**config.mk**
```make
export PLATFORM = sky130hd
export DESIGN_NAME = ddo_muldiv
export DESIGN_NICKNAME = d
export VERILOG_FILES = /design/src/ddo_pkg.sv /design/src/ddo_muldiv.sv
export SDC_FILE = /design/constraint.sdc
export NUM_CORES = 1
export LEC_CHECK = 0
export BUFFER_PORTS_ARGS = -buffer_cell sky130_fd_sc_hd__clkbuf_2
export CAP_MARGIN = 20
export CORE_AREA = 3 3 181 218
export DETAILED_ROUTE_END_ITERATION = 16
export DIE_AREA = 0 0 184 221
export SLEW_MARGIN = 30
export SYNTH_ARGS = -nofsm -noshare
export SYNTH_HDL_FRONTEND = slang
export SYNTH_SLANG_ARGS = --single-unit
```
**constraint.sdc**
```tcl
create_clock -name clock -period 7.1 [get_ports clock]
set_clock_uncertainty 0.15 [all_clocks]
set_input_delay 1.065 -clock clock [delete_from_list [all_inputs] [get_ports clock]]
set_output_delay 1.065 -clock clock [all_outputs]
set_load 0.02 [all_outputs]
```
**src/ddo_pkg.sv**
```systemverilog
package ddo_pkg;

   // register indexes
   localparam logic [1:0] REG_DIAMETER = 2'd0;
   localparam logic [1:0] REG_TRACK    = 2'd1;

   // fixed point constants
   localparam logic [29:0] PI_Q28     = 30'd843314857;
   localparam logic [34:0] PI_Q28_X25 = 35'd21082871425;
   localparam logic [29:0] GAIN_Q30   = 30'd652032875;
   localparam logic [24:0] FULL_TURN  = 25'd23592960;
   localparam logic [24:0] HALF_TURN  = 25'd11796480;
   localparam logic [24:0] QUARTER_TURN = 25'd5898240;
   localparam logic [20:0] STR_DEN    = 21'd1474560;
   localparam logic [20:0] STR_HALF   = 21'd737280;
   localparam logic [9:0]  CHORD_K    = 10'd783;

   typedef struct packed {
      logic signed [11:0] left_step_deg;
      logic signed [11:0] right_step_deg;
   } req_type;

   typedef struct packed {
      logic signed [31:0] pos_x;
      logic signed [31:0] pos_y;
      logic signed [31:0] heading_deg;
   } rsp_type;

   typedef struct packed {
      logic [1:0]  index;
      logic [11:0] value;
   } csr_type;

   // shared multiply / divide unit
   typedef struct packed {
      logic        start;
      logic        div;
      logic [63:0] opa;
      logic [35:0] opb;
   } md_req_type;

   typedef struct packed {
      logic        done;
      logic [63:0] prod;
      logic [57:0] quot;
      logic [27:0] rem;
   } md_rsp_type;

   typedef enum logic [4:0] {
      ST_IDLE,
      ST_RD_MUL,
      ST_TURN_DIV,
      ST_TEST_MUL,
      ST_RS_MUL,
      ST_RSPI_MUL,
      ST_STR_DIV,
      ST_CH_MOD,
      ST_CH_CORDIC,
      ST_TS_MUL,
      ST_TSN_MUL,
      ST_CH_DIV,
      ST_GAIN_MUL,
      ST_POS_MOD,
      ST_POS_CORDIC,
      ST_UPDATE
   } state_type;

   // arctangent of 2^-i in degrees q16.16
   function automatic logic [21:0] atan_deg(input logic [4:0] i);
      logic [21:0] a;
      case (i)
         5'd0:  a = 22'd2949120;
         5'd1:  a = 22'd1740967;
         5'd2:  a = 22'd919879;
         5'd3:  a = 22'd466945;
         5'd4:  a = 22'd234379;
         5'd5:  a = 22'd117304;
         5'd6:  a = 22'd58666;
         5'd7:  a = 22'd29335;
         5'd8:  a = 22'd14668;
         5'd9:  a = 22'd7334;
         5'd10: a = 22'd3667;
         5'd11: a = 22'd1833;
         5'd12: a = 22'd917;
         5'd13: a = 22'd458;
         5'd14: a = 22'd229;
         5'd15: a = 22'd115;
         5'd16: a = 22'd57;
         5'd17: a = 22'd29;
         5'd18: a = 22'd14;
         5'd19: a = 22'd7;
         5'd20: a = 22'd4;
         5'd21: a = 22'd2;
         5'd22: a = 22'd1;
         default: a = 22'd0;
      endcase
      return a;
   endfunction

   // clamp to the 32 bit signed range
   function automatic logic signed [31:0] sat32(input logic signed [41:0] v);
      logic signed [31:0] r;
      if (v > 42'sd2147483647) begin
         r = 32'sh7fffffff;
      end else if (v < -42'sd2147483648) begin
         r = 32'sh80000000;
      end else begin
         r = v[31:0];
      end
      return r;
   endfunction

endpackage

```
**src/ddo_muldiv.sv**
```systemverilog
module ddo_muldiv (
   input  logic                clock,
   input  logic                reset,
   input  ddo_pkg::md_req_type req,
   output ddo_pkg::md_rsp_type rsp
);

   logic        busy_ff, div_ff, done_ff;
   logic [63:0] mc_ff, acc_ff;
   logic [35:0] mp_ff;
   logic [5:0]  cnt_ff;

   logic [28:0] rem_sh;
   logic [29:0] diff;
   logic        ge;
   logic        last_step;

   // one restoring division step
   always_comb begin
      rem_sh    = {acc_ff[27:0], mc_ff[57]};
      diff      = {1'b0, rem_sh} - {2'b00, mp_ff[27:0]};
      ge        = !diff[29];
      last_step = div_ff ? (cnt_ff == 6'd57) : (mp_ff == 36'd0);
   end

   // control
   always_ff @(posedge clock) begin
      if (reset) begin
         busy_ff <= 1'b0;
         done_ff <= 1'b0;
         div_ff  <= 1'b0;
      end else begin
         done_ff <= busy_ff && !req.start && last_step;
         if (req.start) begin
            busy_ff <= 1'b1;
            div_ff  <= req.div;
         end else if (busy_ff && last_step) begin
            busy_ff <= 1'b0;
         end
      end
   end

   // datapath: shift-add multiply or one quotient bit per cycle
   always_ff @(posedge clock) begin
      if (req.start) begin
         mc_ff  <= req.div ? {6'd0, req.opa[57:0]} : req.opa;
         mp_ff  <= req.opb;
         acc_ff <= 64'd0;
         cnt_ff <= 6'd0;
      end else if (busy_ff) begin
         if (div_ff) begin
            acc_ff <= {36'd0, (ge ? diff[27:0] : rem_sh[27:0])};
            mc_ff  <= {6'd0, mc_ff[56:0], ge};
            cnt_ff <= cnt_ff + 6'd1;
         end else if (mp_ff != 36'd0) begin
            if (mp_ff[0]) begin
               acc_ff <= acc_ff + mc_ff;
            end
            mc_ff <= {mc_ff[62:0], 1'b0};
            mp_ff <= {1'b0, mp_ff[35:1]};
         end
      end
   end

   assign rsp.done = done_ff;
   assign rsp.prod = acc_ff;
   assign rsp.quot = mc_ff[57:0];
   assign rsp.rem  = acc_ff[27:0];

endmodule

```
==> results.md <==
* Outcome: completed
* CTS Buffer Depth at 2
* Post-CTS resize count at 0
* TritonCTS clock tree: yes
* I/O pins at 255
* DP Area at 14100 µm²
* Layout area overhead at 13.3%
* Final setup fails at 0
* First-pass GRT wire length at 61900 µm
* CP Max Fanout at 4
* Mapped Cells at 1451
* Final WS setup at 3.18 ns
* Core region area at 37700 µm²
* Period minus WS final at 3.92 ns
* DR vias at 11300
* IO buf count at 254
* Period utilization at 0.552
* Top-area cell type share of the netlist area at 0.231
* Peak VDD IR at 175 µV
* Root buf cell: clkbuf_16
* ANT cells at 0
* Post-Synth Simple-Gate Area at 0.132
* Syn Nets at 1650
* Largest family of logic cells by synthesized area: compound AO/OA/AOI/OAI gates
* Total Negative Setup Slacks at 0 ns
* CP required at 7.31 ns
* #FFs+latches synth at 173
* Clock insertion delay at the later pin of the skew report at 0.47 ns
* CP endpoint kind: register
* Compound-cell area share of the yosys netlist at 0.225
* Routability Congestion at 0.903
* Commonest non-fill, non-tap cells in the layout: clkbuf_2, nand2_1, a21oi_1
* Clk pin slew, worst setup/hold paths at 0.08 ns
* Post-Synth Adder-Cell Area at 0.0924
* HPWL after DPL at 31400 µm
* Worst Setup Start Kind: register
* Static leakage at 6.55 nW
* CTS H-tree depth at 4
* Chip width at 184 µm
* Post-route DRC at 0
* Max Clock Freq at 255 MHz
* PD cells at 233 nW/µm²
* TritonCTS buffer count at 17
* Initial DRC Count at 738
* Total clock sinks at 173
* R2R Setup Slk at 3.18 ns
* Post-synthesis xor/xnor area fraction at 0.0531
* Hold_buf cts at 0
* FP Rows at 78
* Vias in the first global route at 11200
* Mean post-synth cell area at 8.97 µm²
* Slew @ Worst Pin at 0.949 ns
* Sequential share of the synthesized area at 0.343
* Routed WL at 40200 µm
* Synthesized cell area at 13000 µm²
* Pins Over Slew Limit at 0
* Grt ovf at 0
* Critical path arrival at 4.13 ns
* DRT Pass-1 Iters at 5
* Final Hold Viols at 0
* Largest net degree at the start of global routing at 76
* Drt via density at 5.42
* Initial antenna violation count at 0
* Yosys cell types at 72
* Most used flip-flop cell after synthesis: edfxtp_1
* Largest area contributor in the netlist: edfxtp_1
* Total power at 3.43 mW
* CP Class: reg2reg
* Mux contribution to synthesized area at 0.0667
* ANT nets after route at 0
* Maxcap violations at 0
* Dpl ws at 2.95 ns
* Nets at 1784
* Final instance area at 14700 µm²
* Warnings from Yosys at 0
* # Post-CTS Setup Buffers at 0
* Fraction of layout cells with a size suffix above 1 at 0.244
* Min-delay worst type: reg2reg
* Gr usage total at 0.193
* Routed WL per cell at 19.4 µm
* Die Y at 221 µm
* Die Area at 40700 µm²
* Fraction of registers with async set/reset at 0
* Worst slew margin at 0.362
* Post-synth EDFFs at 100
* Most common cell after layout, fill and taps aside: clkbuf_2
* Area contributors post-synth: edfxtp_1, dfxtp_1, ha_1
* Unrepaired setup endpoints after global routing: no
* Core Util, Final at 0.391
* Initial Util at 0.346
worst paths after layout:
kind	from	endpoint	cells past startpoint
hold reg to reg	acc_ff[56]$_SDFFE_PP0P_	acc_ff[56]$_SDFFE_PP0P_	2
setup reg to reg	mc_ff[5]$_DFFE_PP_	acc_ff[63]$_SDFFE_PP0P_	11
setup / recovery	mc_ff[5]$_DFFE_PP_	acc_ff[63]$_SDFFE_PP0P_	11
hold / removal	acc_ff[56]$_SDFFE_PP0P_	acc_ff[56]$_SDFFE_PP0P_	2
synthesized netlist by cell type, drive strengths merged, types with 13 or more instances:
cell type    n
nor2        86
nor3        21
o21ai      125
edfxtp     100
nand2      138
xor2        28
inv         59
and3        14
a21o        52
xnor2       51
clkbuf      55
o21bai      26
a21oi      109
nand4       28
ha          93
dfxtp       73
a31oi       13
a211oi      15
nand3       22
buf         98
mux2        70
nor4        14
final cells by class:
class / instances / area [µm²]
multi-input cells: 1065 / 7440
clock inverters: 15 / 188
clock buffers: 17 / 425
flip-flops and latches: 173 / 4460
well taps: 480 / 601
inverters: 60 / 225
repair buffers: 268 / 1400
fillers: 3868 / 22900
per-stage QoR:
stage / hold WS [ns] / instances
2_1_floorplan: 0.308 / 1451
6_report: 0.316 / 2078
4_1_cts: 0.321 / 2077
3_3_place_gp: 0.307 / 2042
5_1_grt: 0.350 / 2078
3_5_place_dp: 0.311 / 2045
power breakdown:
part           leakage, nW  switching, mW  internal [mW]
Clock                0.301          0.476          0.539
Combinational         4.64          0.697          0.437
Sequential            1.61          0.107           1.17
critical path, cell delays in order (launching register included):
cell and delay (ns):
edfxtp_1 0.43, ha_1 0.33, inv_1 0.09, o31ai_1 0.45, o211ai_1 0.26, a2111oi_2 0.58, o21bai_1 0.23, o21ai_1 0.49
o21a_1 0.26, mux2i_1 0.20, nand3_1 0.09, a32o_1 0.26
flip-flops by register name (all words and copies together), names as in the netlist:
name / cells
cnt_ff: 6
acc_ff: 64
div_ff: 1
mc_ff: 64
busy_ff: 1
mp_ff: 36
done_ff: 1
routing by layer:
metal | share of wire | routed length [µm] | global-route usage | vias up
met5 | 0 | 0 | 0 | -
met2 | 0.52 | 21100 | 0.360 | 353
met3 | 0.056 | 2250 | 0.0354 | 53
met4 | 0.021 | 832 | 0.0544 | 0
met1 | 0.40 | 16000 | 0.224 | 5338
li1 | - | - | - | 5523
cells by family after synthesis:
group	count (synthesis)
DFF	173
xor gates and xnor gates	79
buffers and inverters	213
AOI/OAI and AO/OA	443
adders and majority gates	95
and+or+nand+nor	370
muxes	78
Power figures use the tool's default switching activity.
